**config.mk**
```make
export PLATFORM = sky130hd
export DESIGN_NAME = multi_slot_timer_table_flat
export DESIGN_NICKNAME = d
export VERILOG_FILES = /design/src/rtl/core/mstt_pkg.sv /design/src/rtl/core/mstt_if.sv /design/src/rtl/core/mstt_ctrl.sv /design/src/rtl/core/mstt_dpath.sv /design/src/rtl/core/multi_slot_timer_table.sv /design/src/flat_wrapper.sv
export SDC_FILE = /design/constraint.sdc
export NUM_CORES = 2
export LEC_CHECK = 0
export BUFFER_PORTS_ARGS = -buffer_cell sky130_fd_sc_hd__buf_2
export CAP_MARGIN = 10
export CORE_ASPECT_RATIO = 1.25
export CORE_UTILIZATION = 35
export CTS_CLUSTER_SIZE = 25
export DETAILED_ROUTE_END_ITERATION = 6
export PLACE_DENSITY_LB_ADDON = 0.25
export SLEW_MARGIN = 20
export SYNTH_ARGS = -nofsm -noshare
export SYNTH_HDL_FRONTEND = slang
export SYNTH_HIERARCHICAL = 1
export SYNTH_SLANG_ARGS = --single-unit
export TNS_END_PERCENT = 20
```
**constraint.sdc**
```tcl
create_clock -name clk -period 12.5 [get_ports clk]
set_input_delay 0 -clock clk [delete_from_list [all_inputs] [get_ports clk]]
set_output_delay 0 -clock clk [all_outputs]
set_load 0.03 [all_outputs]
```
**src/rtl/core/mstt_pkg.sv**
```systemverilog
// shared types and constants of the multi-slot timer table
// no dependencies; imported by the interfaces, controller and datapath
package mstt_pkg;

  // payload field widths
  localparam int KIND_W  = 3;
  localparam int SLOT_W  = 4;
  localparam int TIME_W  = 32;
  localparam int FLAGS_W = 2;

  // command codes
  localparam logic [KIND_W-1:0] KIND_INIT  = 3'd0;
  localparam logic [KIND_W-1:0] KIND_START = 3'd1;
  localparam logic [KIND_W-1:0] KIND_STOP  = 3'd2;
  localparam logic [KIND_W-1:0] KIND_ARM   = 3'd3;
  localparam logic [KIND_W-1:0] KIND_QUERY = 3'd4;
  localparam logic [KIND_W-1:0] KIND_TICK  = 3'd5;
  localparam logic [KIND_W-1:0] KIND_CHECK = 3'd6;

  // result codes
  localparam logic RES_EXPIRY = 1'b0;
  localparam logic RES_QUERY  = 1'b1;

  // controller to datapath commands
  typedef struct packed {
    logic cap;    // capture the input beat
    logic exec;   // execute the captured command
    logic rd;     // read slot tables at the scan index
    logic step;   // evaluate scanned slot and advance
    logic flush;  // emit held expiry as the final one
  } ctrl_cmd_t;

  // datapath to controller status
  typedef struct packed {
    logic [KIND_W-1:0] kind;
    logic              out_free;
    logic              hit;
    logic              hold_vld;
    logic              idx_last;
  } dp_stat_t;

endpackage

```
**src/rtl/core/mstt_if.sv**
```systemverilog
// valid/ready channel interfaces of the multi-slot timer table
// depends on mstt_pkg for the field widths
interface mstt_in_if;
  import mstt_pkg::*;

  logic               valid;
  logic               ready;
  logic [KIND_W-1:0]  kind;
  logic [SLOT_W-1:0]  slot;
  logic [TIME_W-1:0]  period;
  logic [FLAGS_W-1:0] init_flags;
  logic               repeat_req;

  modport source (output valid, kind, slot, period, init_flags, repeat_req, input ready);
  modport sink   (input valid, kind, slot, period, init_flags, repeat_req, output ready);
endinterface

interface mstt_out_if;
  import mstt_pkg::*;

  logic              valid;
  logic              ready;
  logic              result_kind;
  logic [SLOT_W-1:0] result_slot;
  logic              stopped;
  logic              last;

  modport source (output valid, result_kind, result_slot, stopped, last, input ready);
  modport sink   (input valid, result_kind, result_slot, stopped, last, output ready);
endinterface

```
**src/rtl/core/mstt_ctrl.sv**
```systemverilog
// controller state machine of the multi-slot timer table
// depends on mstt_pkg; drives the datapath through ctrl_cmd_t
module mstt_ctrl (
  input  logic                 clk,
  input  logic                 rst_n,
  input  logic                 in_valid,
  output logic                 in_ready,
  input  mstt_pkg::dp_stat_t   stat,
  output mstt_pkg::ctrl_cmd_t  cmd
);
  import mstt_pkg::*;

  localparam int          ST_W     = 3;
  localparam [ST_W-1:0]   ST_IDLE  = 3'd0;
  localparam [ST_W-1:0]   ST_EXEC  = 3'd1;
  localparam [ST_W-1:0]   ST_RD    = 3'd2;
  localparam [ST_W-1:0]   ST_EV    = 3'd3;
  localparam [ST_W-1:0]   ST_FLUSH = 3'd4;

  logic [ST_W-1:0] state_r, state_nxt;

  // next state and commands
  always_comb begin
    state_nxt = state_r;
    cmd       = '0;
    in_ready  = 1'b0;
    unique case (state_r)
      ST_IDLE: begin
        in_ready = 1'b1;
        if (in_valid) begin
          cmd.cap   = 1'b1;
          state_nxt = ST_EXEC;
        end
      end
      ST_EXEC: begin
        // a query waits for room in the output register
        if (stat.kind != KIND_QUERY || stat.out_free) begin
          cmd.exec  = 1'b1;
          state_nxt = (stat.kind == KIND_CHECK) ? ST_RD : ST_IDLE;
        end
      end
      ST_RD: begin
        cmd.rd    = 1'b1;
        state_nxt = ST_EV;
      end
      ST_EV: begin
        // a new hit pushes the held one out, which needs room
        if (!(stat.hit && stat.hold_vld && !stat.out_free)) begin
          cmd.step  = 1'b1;
          state_nxt = stat.idx_last ? ST_FLUSH : ST_RD;
        end
      end
      ST_FLUSH: begin
        if (!stat.hold_vld || stat.out_free) begin
          cmd.flush = 1'b1;
          state_nxt = ST_IDLE;
        end
      end
      default: state_nxt = ST_IDLE;
    endcase
  end

  // state register
  always_ff @(posedge clk) begin
    if (!rst_n) begin
      state_r <= ST_IDLE;
    end else begin
      state_r <= state_nxt;
    end
  end

endmodule

```
**src/rtl/core/mstt_dpath.sv**
```systemverilog
// datapath of the multi-slot timer table: time count, slot tables, scan, output register
// depends on mstt_pkg; sequenced by mstt_ctrl through ctrl_cmd_t
module mstt_dpath #(
  parameter int NUM_SLOTS = 16
) (
  input  logic                          clk,
  input  logic                          rst_n,
  input  mstt_pkg::ctrl_cmd_t           cmd,
  output mstt_pkg::dp_stat_t            stat,
  input  logic [mstt_pkg::KIND_W-1:0]   in_kind,
  input  logic [mstt_pkg::SLOT_W-1:0]   in_slot,
  input  logic [mstt_pkg::TIME_W-1:0]   in_period,
  input  logic [mstt_pkg::FLAGS_W-1:0]  in_init_flags,
  input  logic                          in_repeat_req,
  output logic                          out_valid,
  input  logic                          out_ready,
  output logic                          out_result_kind,
  output logic [mstt_pkg::SLOT_W-1:0]   out_result_slot,
  output logic                          out_stopped,
  output logic                          out_last
);
  import mstt_pkg::*;

  localparam int IDX_W = (NUM_SLOTS > 1) ? $clog2(NUM_SLOTS) : 1;

  // captured command
  logic [KIND_W-1:0]  cmd_kind_r;
  logic [SLOT_W-1:0]  cmd_slot_r;
  logic [TIME_W-1:0]  cmd_period_r;
  logic [FLAGS_W-1:0] cmd_flags_r;
  logic               cmd_rep_r;

  // slot state
  logic [TIME_W-1:0]    now_r;
  logic [NUM_SLOTS-1:0] act_r, per_r, reg_r;
  logic [NUM_SLOTS-1:0] dl_vld_r, rl_vld_r;
  logic [TIME_W-1:0]    dl_mem [NUM_SLOTS];
  logic [TIME_W-1:0]    rl_mem [NUM_SLOTS];
  logic [TIME_W-1:0]    dl_rd_r, rl_rd_r;

  // scan state
  logic [IDX_W-1:0] idx_r;
  logic [IDX_W-1:0] hold_r;
  logic             hold_vld_r;

  // output register
  logic              out_valid_r;
  logic              out_kind_r;
  logic [SLOT_W-1:0] out_slot_r;
  logic              out_stopped_r;
  logic              out_last_r;

  logic [6:0]        slot_ext;
  logic              slot_ok;
  logic [IDX_W-1:0]  slot_idx;
  logic [6:0]        hold_ext;
  logic [TIME_W-1:0] dl_q, rl_q;
  logic              hit;
  logic              out_free;
  logic              is_init, is_arm, is_start, is_stop, is_query, is_tick, is_check;
  logic              dl_we, rl_we;
  logic [IDX_W-1:0]  dl_waddr;
  logic [TIME_W-1:0] dl_wdata;
  logic              push;
  logic              push_kind, push_stopped, push_last;
  logic [SLOT_W-1:0] push_slot;

  // slot decode
  assign slot_ext = {3'b000, cmd_slot_r};
  assign slot_ok  = (slot_ext < 7'(NUM_SLOTS));
  assign slot_idx = slot_ext[IDX_W-1:0];
  assign hold_ext = 7'(hold_r);

  always_comb begin
    is_init  = 1'b0;
    is_start = 1'b0;
    is_stop  = 1'b0;
    is_arm   = 1'b0;
    is_query = 1'b0;
    is_tick  = 1'b0;
    is_check = 1'b0;
    unique case (cmd_kind_r)
      KIND_INIT:  is_init  = cmd.exec;
      KIND_START: is_start = cmd.exec;
      KIND_STOP:  is_stop  = cmd.exec;
      KIND_ARM:   is_arm   = cmd.exec;
      KIND_QUERY: is_query = cmd.exec;
      KIND_TICK:  is_tick  = cmd.exec;
      KIND_CHECK: is_check = cmd.exec;
      default: ;
    endcase
  end

  // scanned slot: entries never written read as zero
  assign dl_q     = dl_vld_r[idx_r] ? dl_rd_r : '0;
  assign rl_q     = rl_vld_r[idx_r] ? rl_rd_r : '0;
  assign hit      = reg_r[idx_r] & act_r[idx_r] & (dl_q <= now_r);
  assign out_free = !out_valid_r || out_ready;

  // table write ports
  assign rl_we    = (is_init || is_arm) && slot_ok;
  assign dl_we    = rl_we || (cmd.step && hit && per_r[idx_r]);
  assign dl_waddr = cmd.step ? idx_r : slot_idx;
  assign dl_wdata = now_r + (cmd.step ? rl_q : cmd_period_r);

  always_ff @(posedge clk) begin
    if (dl_we) begin
      dl_mem[dl_waddr] <= dl_wdata;
    end
    if (rl_we) begin
      rl_mem[slot_idx] <= cmd_period_r;
    end
    if (cmd.rd) begin
      dl_rd_r <= dl_mem[idx_r];
      rl_rd_r <= rl_mem[idx_r];
    end
  end

  // capture the input beat
  always_ff @(posedge clk) begin
    if (cmd.cap) begin
      cmd_kind_r   <= in_kind;
      cmd_slot_r   <= in_slot;
      cmd_period_r <= in_period;
      cmd_flags_r  <= in_init_flags;
      cmd_rep_r    <= in_repeat_req;
    end
  end

  // time count, flags and valid bits
  always_ff @(posedge clk) begin
    if (!rst_n) begin
      now_r    <= '0;
      act_r    <= '0;
      per_r    <= '0;
      reg_r    <= '0;
      dl_vld_r <= '0;
      rl_vld_r <= '0;
    end else begin
      if (is_tick) begin
        now_r <= now_r + 1'b1;
      end
      if (dl_we) begin
        dl_vld_r[dl_waddr] <= 1'b1;
      end
      if (rl_we) begin
        rl_vld_r[slot_idx] <= 1'b1;
      end
      if (slot_ok) begin
        if (is_init) begin
          act_r[slot_idx] <= cmd_flags_r[0];
          per_r[slot_idx] <= cmd_flags_r[1];
        end
        if (is_start || is_arm) begin
          reg_r[slot_idx] <= 1'b1;
          act_r[slot_idx] <= 1'b1;
        end
        if (is_arm) begin
          per_r[slot_idx] <= cmd_rep_r;
        end
        if (is_stop && reg_r[slot_idx]) begin
          act_r[slot_idx] <= 1'b0;
        end
      end
      // one-shot slot deactivates on expiry
      if (cmd.step && hit && !per_r[idx_r]) begin
        act_r[idx_r] <= 1'b0;
      end
    end
  end

  // scan index and held expiry
  always_ff @(posedge clk) begin
    if (!rst_n) begin
      hold_vld_r <= 1'b0;
    end else begin
      if (is_check || cmd.flush) begin
        hold_vld_r <= 1'b0;
      end else if (cmd.step && hit) begin
        hold_vld_r <= 1'b1;
      end
    end
  end

  always_ff @(posedge clk) begin
    if (is_check) begin
      idx_r <= '0;
    end else if (cmd.step) begin
      idx_r <= idx_r + 1'b1;
      if (hit) begin
        hold_r <= idx_r;
      end
    end
  end

  // result selection
  always_comb begin
    push         = 1'b0;
    push_kind    = RES_EXPIRY;
    push_slot    = hold_ext[SLOT_W-1:0];
    push_stopped = 1'b0;
    push_last    = 1'b0;
    if (is_query) begin
      push         = 1'b1;
      push_kind    = RES_QUERY;
      push_slot    = cmd_slot_r;
      push_stopped = !slot_ok || !act_r[slot_idx];
      push_last    = 1'b1;
    end else if (cmd.step && hit && hold_vld_r) begin
      push = 1'b1;
    end else if (cmd.flush && hold_vld_r) begin
      push      = 1'b1;
      push_last = 1'b1;
    end
  end

  // output register
  always_ff @(posedge clk) begin
    if (!rst_n) begin
      out_valid_r <= 1'b0;
    end else if (push) begin
      out_valid_r <= 1'b1;
    end else if (out_ready) begin
      out_valid_r <= 1'b0;
    end
  end

  always_ff @(posedge clk) begin
    if (push) begin
      out_kind_r    <= push_kind;
      out_slot_r    <= push_slot;
      out_stopped_r <= push_stopped;
      out_last_r    <= push_last;
    end
  end

  assign out_valid       = out_valid_r;
  assign out_result_kind = out_kind_r;
  assign out_result_slot = out_slot_r;
  assign out_stopped     = out_stopped_r;
  assign out_last        = out_last_r;

  // status to the controller
  assign stat.kind     = cmd_kind_r;
  assign stat.out_free = out_free;
  assign stat.hit      = hit;
  assign stat.hold_vld = hold_vld_r;
  assign stat.idx_last = (idx_r == IDX_W'(NUM_SLOTS - 1));

endmodule

```
**src/rtl/core/multi_slot_timer_table.sv**
```systemverilog
// Multi-slot timer table. Commands arrive one beat at a time on in_ch and
// results leave on out_ch through a one-entry output register, so a new
// command is taken while a result still waits. Init, start, stop, arm and
// tick pass through accept and execute; a query also waits for room in
// the output register before execute. A check walks the slots one at a
// time through the single read port of the deadline and reload memories,
// a read and an evaluate step per slot, through accept, execute, the walk
// and a final flush, with stalls under output back-pressure; expiries come out
// in ascending slot order with last set on the final one. Reset clears
// the time count and all slot state at once (valid bits stand in for the
// cleared memories), so there is no clearing pass after reset.
// Depends on mstt_pkg, mstt_if, mstt_ctrl and mstt_dpath.
module multi_slot_timer_table #(
  parameter int NUM_SLOTS = 16
) (
  input logic        clk,
  input logic        rst_n,
  mstt_in_if.sink    in_ch,
  mstt_out_if.source out_ch
);
  import mstt_pkg::*;

  ctrl_cmd_t cmd;
  dp_stat_t  stat;

  // controller
  mstt_ctrl u_ctrl (
    .clk      (clk),
    .rst_n    (rst_n),
    .in_valid (in_ch.valid),
    .in_ready (in_ch.ready),
    .stat     (stat),
    .cmd      (cmd)
  );

  // datapath
  mstt_dpath #(
    .NUM_SLOTS (NUM_SLOTS)
  ) u_dpath (
    .clk             (clk),
    .rst_n           (rst_n),
    .cmd             (cmd),
    .stat            (stat),
    .in_kind         (in_ch.kind),
    .in_slot         (in_ch.slot),
    .in_period       (in_ch.period),
    .in_init_flags   (in_ch.init_flags),
    .in_repeat_req   (in_ch.repeat_req),
    .out_valid       (out_ch.valid),
    .out_ready       (out_ch.ready),
    .out_result_kind (out_ch.result_kind),
    .out_result_slot (out_ch.result_slot),
    .out_stopped     (out_ch.stopped),
    .out_last        (out_ch.last)
  );

endmodule

```
**src/flat_wrapper.sv**
```systemverilog
// flat-port wrapper written by rule: the top's interface ports become plain ports
module multi_slot_timer_table_flat import mstt_pkg::*;
#(
  parameter int NUM_SLOTS = 16
)
  (clk, rst_n, in_ch_valid, in_ch_kind, in_ch_slot, in_ch_period, in_ch_init_flags, in_ch_repeat_req, in_ch_ready, out_ch_valid, out_ch_result_kind, out_ch_result_slot, out_ch_stopped, out_ch_last, out_ch_ready);
  mstt_in_if in_ch_i ();
  mstt_out_if out_ch_i ();
  input logic clk;
  input logic rst_n;
  input wire logic [$bits(in_ch_i.valid)-1:0] in_ch_valid;
  input wire logic [$bits(in_ch_i.kind)-1:0] in_ch_kind;
  input wire logic [$bits(in_ch_i.slot)-1:0] in_ch_slot;
  input wire logic [$bits(in_ch_i.period)-1:0] in_ch_period;
  input wire logic [$bits(in_ch_i.init_flags)-1:0] in_ch_init_flags;
  input wire logic [$bits(in_ch_i.repeat_req)-1:0] in_ch_repeat_req;
  output wire logic [$bits(in_ch_i.ready)-1:0] in_ch_ready;
  output wire logic [$bits(out_ch_i.valid)-1:0] out_ch_valid;
  output wire logic [$bits(out_ch_i.result_kind)-1:0] out_ch_result_kind;
  output wire logic [$bits(out_ch_i.result_slot)-1:0] out_ch_result_slot;
  output wire logic [$bits(out_ch_i.stopped)-1:0] out_ch_stopped;
  output wire logic [$bits(out_ch_i.last)-1:0] out_ch_last;
  input wire logic [$bits(out_ch_i.ready)-1:0] out_ch_ready;
  assign in_ch_i.valid = in_ch_valid;
  assign in_ch_i.kind = in_ch_kind;
  assign in_ch_i.slot = in_ch_slot;
  assign in_ch_i.period = in_ch_period;
  assign in_ch_i.init_flags = in_ch_init_flags;
  assign in_ch_i.repeat_req = in_ch_repeat_req;
  assign in_ch_ready = in_ch_i.ready;
  assign out_ch_valid = out_ch_i.valid;
  assign out_ch_result_kind = out_ch_i.result_kind;
  assign out_ch_result_slot = out_ch_i.result_slot;
  assign out_ch_stopped = out_ch_i.stopped;
  assign out_ch_last = out_ch_i.last;
  assign out_ch_i.ready = out_ch_ready;
  multi_slot_timer_table #(.NUM_SLOTS(NUM_SLOTS)) u_core (.clk(clk), .rst_n(rst_n), .in_ch(in_ch_i), .out_ch(out_ch_i));
endmodule
```
After elaboration in Yosys (flattened, before gate mapping)

Memory sizes are Yosys's and may differ from the RTL's. A register that Yosys moved wholly into a read port is not among the register bits.
Cells that the tools add are included.

Register bits after elaboration: 174
Output and inout port bits: 9
Memories kept: 2
Bits in writable memories: 1,024
Word-level logic and storage cells: 171

Magnitude comparators: 8
Eq/ne operators: 16
Muxes and demuxes: 77
$add $sub $neg: 3
Bitwise operators: 12
Reduce and logical (&&, ||, !) cells: 33

Memories:

| name                  | words | width | read ports | clocked after Yosys merged registers in | write ports | RTL line         | source |
|---|---|---|---|---|---|---|---|
| u_core.u_dpath.dl_mem | 16    | 32    | 1          | 1                                       | 1           | mstt_dpath.sv:37 | `logic [TIME_W-1:0] dl_mem [NUM_SLOTS];` |
| u_core.u_dpath.rl_mem | 16    | 32    | 1          | 1                                       | 1           | mstt_dpath.sv:38 | `logic [TIME_W-1:0] rl_mem [NUM_SLOTS];` |

Operators by type and width:

| cell                                                              | count |
|---|---|
| 2-to-1 mux 16 bit                                                 | 14 |
| 2-to-1 mux 32 bit                                                 | 3 |
| bitwise OR 16 bit                                                 | 4 |
| bitwise mux 16 bit                                                | 3 |
| 2-to-1 mux 1 bit                                                  | 38 |
| adder 32 x 1 -> 32 bit, second input constant                     | 1 |
| adder 32 bit                                                      | 1 |
| AND 16 bit                                                        | 2 |
| less-or-equal comparator 32 bit                                   | 1 |
| NOT 16 bit                                                        | 2 |
| binary-select mux 1 bit (select 4 bit)                            | 7 |
| less-than comparator 4 x 5 -> 1 bit, second input constant        | 4 |
| 2-to-1 mux 3 bit                                                  | 5 |
| one-hot mux 3 bit (5 select lines)                                | 1 |
| demux 1 bit (select 4 bit)                                        | 3 |
| equality test 3 x 2 -> 1 bit, second input constant               | 4 |
| equality test 3 bit, second input constant                        | 4 |
| greater-or-equal comparator 4 x 1 -> 1 bit, second input constant | 3 |
| logical AND 1 bit                                                 | 12 |
| logical OR 1 bit                                                  | 8 |
| 2-to-1 mux 4 bit                                                  | 2 |
| != test 2 bit, second input constant                              | 4 |
| equality test 3 x 1 -> 1 bit, second input constant               | 2 |
| logical NOT 1 bit                                                 | 6 |
| other kinds (12)                                                  | 15 |

Depth between registers and ports, before layout

Word-level depth: 19
Gate-level depth with buffers: 32

By module

Netlist, hierarchy kept.

Modules (own cells, without submodules):

| module     | seq. area each (um^2) | area each (um^2) | cells each | instances |
|---|---|---|---|---|
| mstt_dpath | 36,625.1              | 50,582.3         | 2,673      | 1 |
| mstt_ctrl  | 60.1                  | 236.5            | 29         | 1 |

Least setup slack after synthesis

No wires, ideal clock.

Kind: register -> register
From: register u_core.u_dpath.idx_r[0]
To: memory u_core.u_dpath.dl_mem[0][24], data pin
Library setup time: 0.348 ns
Required time: 12.152 ns
Setup slack: 4.319 ns
Buffers on the path: 8
Arrival time: 7.833 ns
Stages on the path, launching flop included: 32
Cells stage by stage: dfxtp_1 -> buf_2 -> buf_2 -> mux4_2 -> mux4_2 -> clkbuf_1 -> and2_1 -> ha_1 -> and4_1 -> nor4bb_1 -> a21boi_0 -> a2111oi_2 -> o21ai_0 -> nor2_1 -> buf_4 -> nand3b_1 -> and2_2 -> buf_2 -> buf_1 -> clkbuf_1 -> clkbuf_1 -> o22ai_1 -> ha_1 -> fa_1 -> a211oi_1 -> o211ai_1 -> nand3b_1 -> o211ai_1 -> a21oi_1 -> o21ai_0 -> and3_1 -> a221oi_1

RTL lines:

| what                   | RTL line          | source |
|---|---|---|
| start, declared        | mstt_dpath.sv:42  | `logic [IDX_W-1:0] idx_r;` |
| start signal, assigned | mstt_dpath.sv:189 | `idx_r <= idx_r + 1'b1;` |
| end, declared          | mstt_dpath.sv:37  |  |

==> impl_metrics.json <==
{
  "outcome": "finished, final reports clean",
  "cp_slowest_cell": "dfxtp_4",
  "dp_cells": 4568,
  "synth_seq_area_share_pct": 72.2,
  "tns_ps": 0,
  "clock_latency_ps": 750,
  "initial_core_util_pct": 35.4,
  "fin_skew_ps": 56.0,
  "r2r_setup_slack_ps": 2850,
  "area_growth_pct": 15.0,
  "grt_pass1_wl_mm": 181,
  "synth_nets": 2817,
  "leakagePower_nw": 18.2,
  "drive_gt1_share_pct": 23.8,
  "layout_min_cycle_time_ps": 9650,
  "io_buffers": 54,
  "place_ws_ps": 2470,
  "final_cell_area_sq_um": 58400,
  "grt_pass1_vias": 27500,
  "min_to": "u_core/u_dpath/cmd_period_r[31]",
  "power_frac_comb_pct": 7.4,
  "synth_cell_types": 73,
  "setup_viol_count_final": 0,
  "final.fill_count": 12700,
  "layout.cells.non_filler": 4872,
  "grt-ovfl-total": 0,
  "slew-limit-headroom_pct": 25.8,
  "vias_per_cell": 5.31,
  "clkTransAtPathRegs_ps": 60,
  "diodes": 0,
  "timing.rr.end": "u_core/u_dpath/dl_mem[2][29]",
  "p_seq_share_pct": 52.9,
  "numCtsBuffers": 118,
  "vdd_drop_max_v": 0.000127,
  "layout_common_cells": "1141 x edfxtp_1, 345 x mux4_2, 174 x nor2_1",
  "wl_mm": 123,
  "slew_violations": 0,
  "maxCapViolCount": 0,
  "critPathRequiredTime_ps": 12890,
  "drc": 0,
  "hold_path_class": "in2reg",
  "crit_fanout": 43,
  "power_density_nw_per_um2": 152,
  "cp-start-kind": "flip-flop",
  "die-area_sq_um": 147000,
  "cts.sinks": 1262,
  "worst_slew_pin_slew_ps": 1110,
  "synthArstFlopShare_pct": 0,
  "holdPathStages": 2,
  "ys_ff_latch": 1262,
  "syn_area_per_cell_sq_um": 18.8,
  "p_sw_w": 0.00195,
  "placed_area_sq_um": 53600,
  "first_iter_violations": 2255,
  "dieHeight_um": 428,
  "rsz0062_at_grt": "no",
  "cts_tree": "done",
  "synth-edff-count": 1141,
  "critPathBufInv": 1,
  "cpPeakStageDelay_ps": 860,
  "drt.antenna.violating_nets": 0,
  "hpwl_mm": 67.7,
  "fin_ws_ps": 2850,
  "coreArea_sq_um": 144000,
  "htreeDepth": 3,
  "hp-start": "in_ch_period[31]",
  "clockBufferDepth": 3,
  "cp_top_family": "simple AND/OR/NAND/NOR gates",
  "num_io_pins": 55,
  "reg2reg_depth": 24,
  "mostFrequentLayoutCell": "edfxtp_1",
  "vias": 25900,
  "max_freq_mhz": 104,
  "rows": 155,
  "p_sw_share_pct": 22.0,
  "worstSetupEndpointType": "flip-flop",
  "syn-cell-area_sq_um": 50800,
  "grt_usage_pct": 16.9,
  "grt_start_max_net_pins": 112,
  "routedWlPerCell_um": 25.2,
  "root_buffer": "clkbuf_16",
  "yosysWarnings": 6,
  "power_frac_clock_pct": 39.7,
  "place.gp.congestion": 0.823,
  "postCtsResizedCells": 0,
  "crit_start": "u_core/u_dpath/idx_r[0]",
  "antenna_found_initial": 6,
  "internal_power_w": 0.00693,
  "hold_violations": 0,
  "critical_path_class": "reg2reg",
  "synthCells": 2702,
  "cp.arrival_ps": 10040,
  "timing.rr.start": "u_core/u_dpath/idx_r[0]",
  "min_period_over_period_pct": 77.2,
  "dieWidth_um": 343,
  "seqCellArea_sq_um": 36700,
  "finalNetCount": 3006,
  "synth_ff_type": "edfxtp_1",
  "first_pass_iters": 5,
  "cp_cell_sequence": "mux4_2 > mux4_2 > and2_1 > ha_1 > and4_1 > nor4bb_1 > a21boi_0 > a2111oi_2 > o21ai_0 > nor2_1 > nand3b_1 > and2_4 > buf_4 > nand2_1 > o22ai_1 > ha_1 > a21oi_1 > a21boi_0 > a2111oi_0 > nand3_1 > nand2_1 > o31a_1 > a21oi_1 > xor2_1",
  "multi_input_area_sq_um": 13700
}
sequential cells by signal, indices dropped and copies added (netlist names), 32 cells and up:
name                         flops
u_core/u_dpath/dl_mem          512
u_core/u_dpath/dl_rd_r          32
u_core/u_dpath/now_r            32
u_core/u_dpath/rl_rd_r          32
u_core/u_dpath/cmd_period_r     32
u_core/u_dpath/rl_mem          512
metal layers:
metal	share of wire (%)	track usage, %	vias to the layer above
met4	2.5	5.37	0
met5	0	0	-
met3	4.3	2.17	175
met1	41	21.4	13800
li1	-	-	11200
met2	52	29.6	682
repair_timing:
action / 4_1_cts / 5_1_grt
hold buffers: 87 / 0
hold endpoints to repair: 84 / 0
setup buffers: 0 / 0
final cells by class:
| class | instances | area share [%] |
|---|---|---|
| Multi-Input combinational cell | 1233 | 23.5 |
| Tap cell | 1884 | 4.03 |
| Sequential cell | 1262 | 62.8 |
| Clock buffer | 147 | 5.26 |
| Clock inverter | 70 | 1.21 |
| Timing Repair Buffer | 200 | 2.74 |
| Inverter | 76 | 0.490 |
Yosys cell counts, drive strengths merged, types with 9 or more instances:
| library cell | n | area (sq um) |
|---|---|---|
| o21ai | 54 | 282 |
| a21oi | 55 | 275 |
| nand2b | 11 | 68.8 |
| inv | 75 | 282 |
| a31oi | 9 | 62.6 |
| and2 | 37 | 233 |
| nand3 | 24 | 175 |
| nor2 | 207 | 777 |
| edfxtp | 1141 | 34300 |
| o221ai | 16 | 140 |
| xnor2 | 44 | 385 |
| nand2 | 135 | 517 |
| buf | 53 | 265 |
| o22ai | 50 | 313 |
| ha | 68 | 851 |
| and3 | 11 | 68.8 |
| clkbuf | 78 | 293 |
| xor2 | 13 | 114 |
| a21o | 19 | 143 |
| nor2b | 14 | 87.6 |
| nor3 | 18 | 90.1 |
| nand4 | 14 | 87.6 |
| dfxtp | 121 | 2420 |
| mux4 | 348 | 7850 |
worst max-delay path by stage:
stage,slack (ps),to,cells after the start
finish,2850,u_core/u_dpath/dl_mem[2][29],24
global route,2100,u_core/u_dpath/dl_mem[10][29],24
CTS,2460,u_core/u_dpath/dl_mem[8][28],25
detailed placement,2470,u_core/u_dpath/dl_mem[15][28],25
global placement,2730,u_core/u_dpath/dl_mem[10][28],25
floorplan,4320,u_core/u_dpath/dl_mem[0][24],31
cell families (layout without fill, tap and decap cells):
group                      after synthesis  in the layout  synth area share [%]
DFF                                   1262           1262                  72.2
and+or+nand+nor                        507            507                  4.72
muxes                                  358            358                  15.7
AOI/OAI and AO/OA                      242            242                  3.08
buffers and inverters                  207            493                  1.66
adders and majority gates               69             69                  1.71
xor gates and xnor gates                57             57                 0.982
power groups by stage:
stage	registers (W)	clock network, W	logic, W
after floorplan	0.00475	0	0.000520
after global placement	0.00479	0	0.000638
after detailed placement	0.00479	0	0.000651
after CTS	0.00470	0.00361	0.000674
after global routing	0.00471	0.00376	0.000712
final	0.00470	0.00352	0.000659
through the flow:
stage | power (W) | hold slack [ps] | utilization, %
global route | 0.00918 | 63.4 | 40.7
floorplan | 0.00527 | 98.9 | -
detailed placement | 0.00545 | 178 | 37.4
CTS | 0.00899 | 3.23 | 40.6
finish | 0.00888 | 51.7 | 40.7
global placement | 0.00543 | 176 | 37.4
No activity file was read; power rests on OpenSTA's default activity.
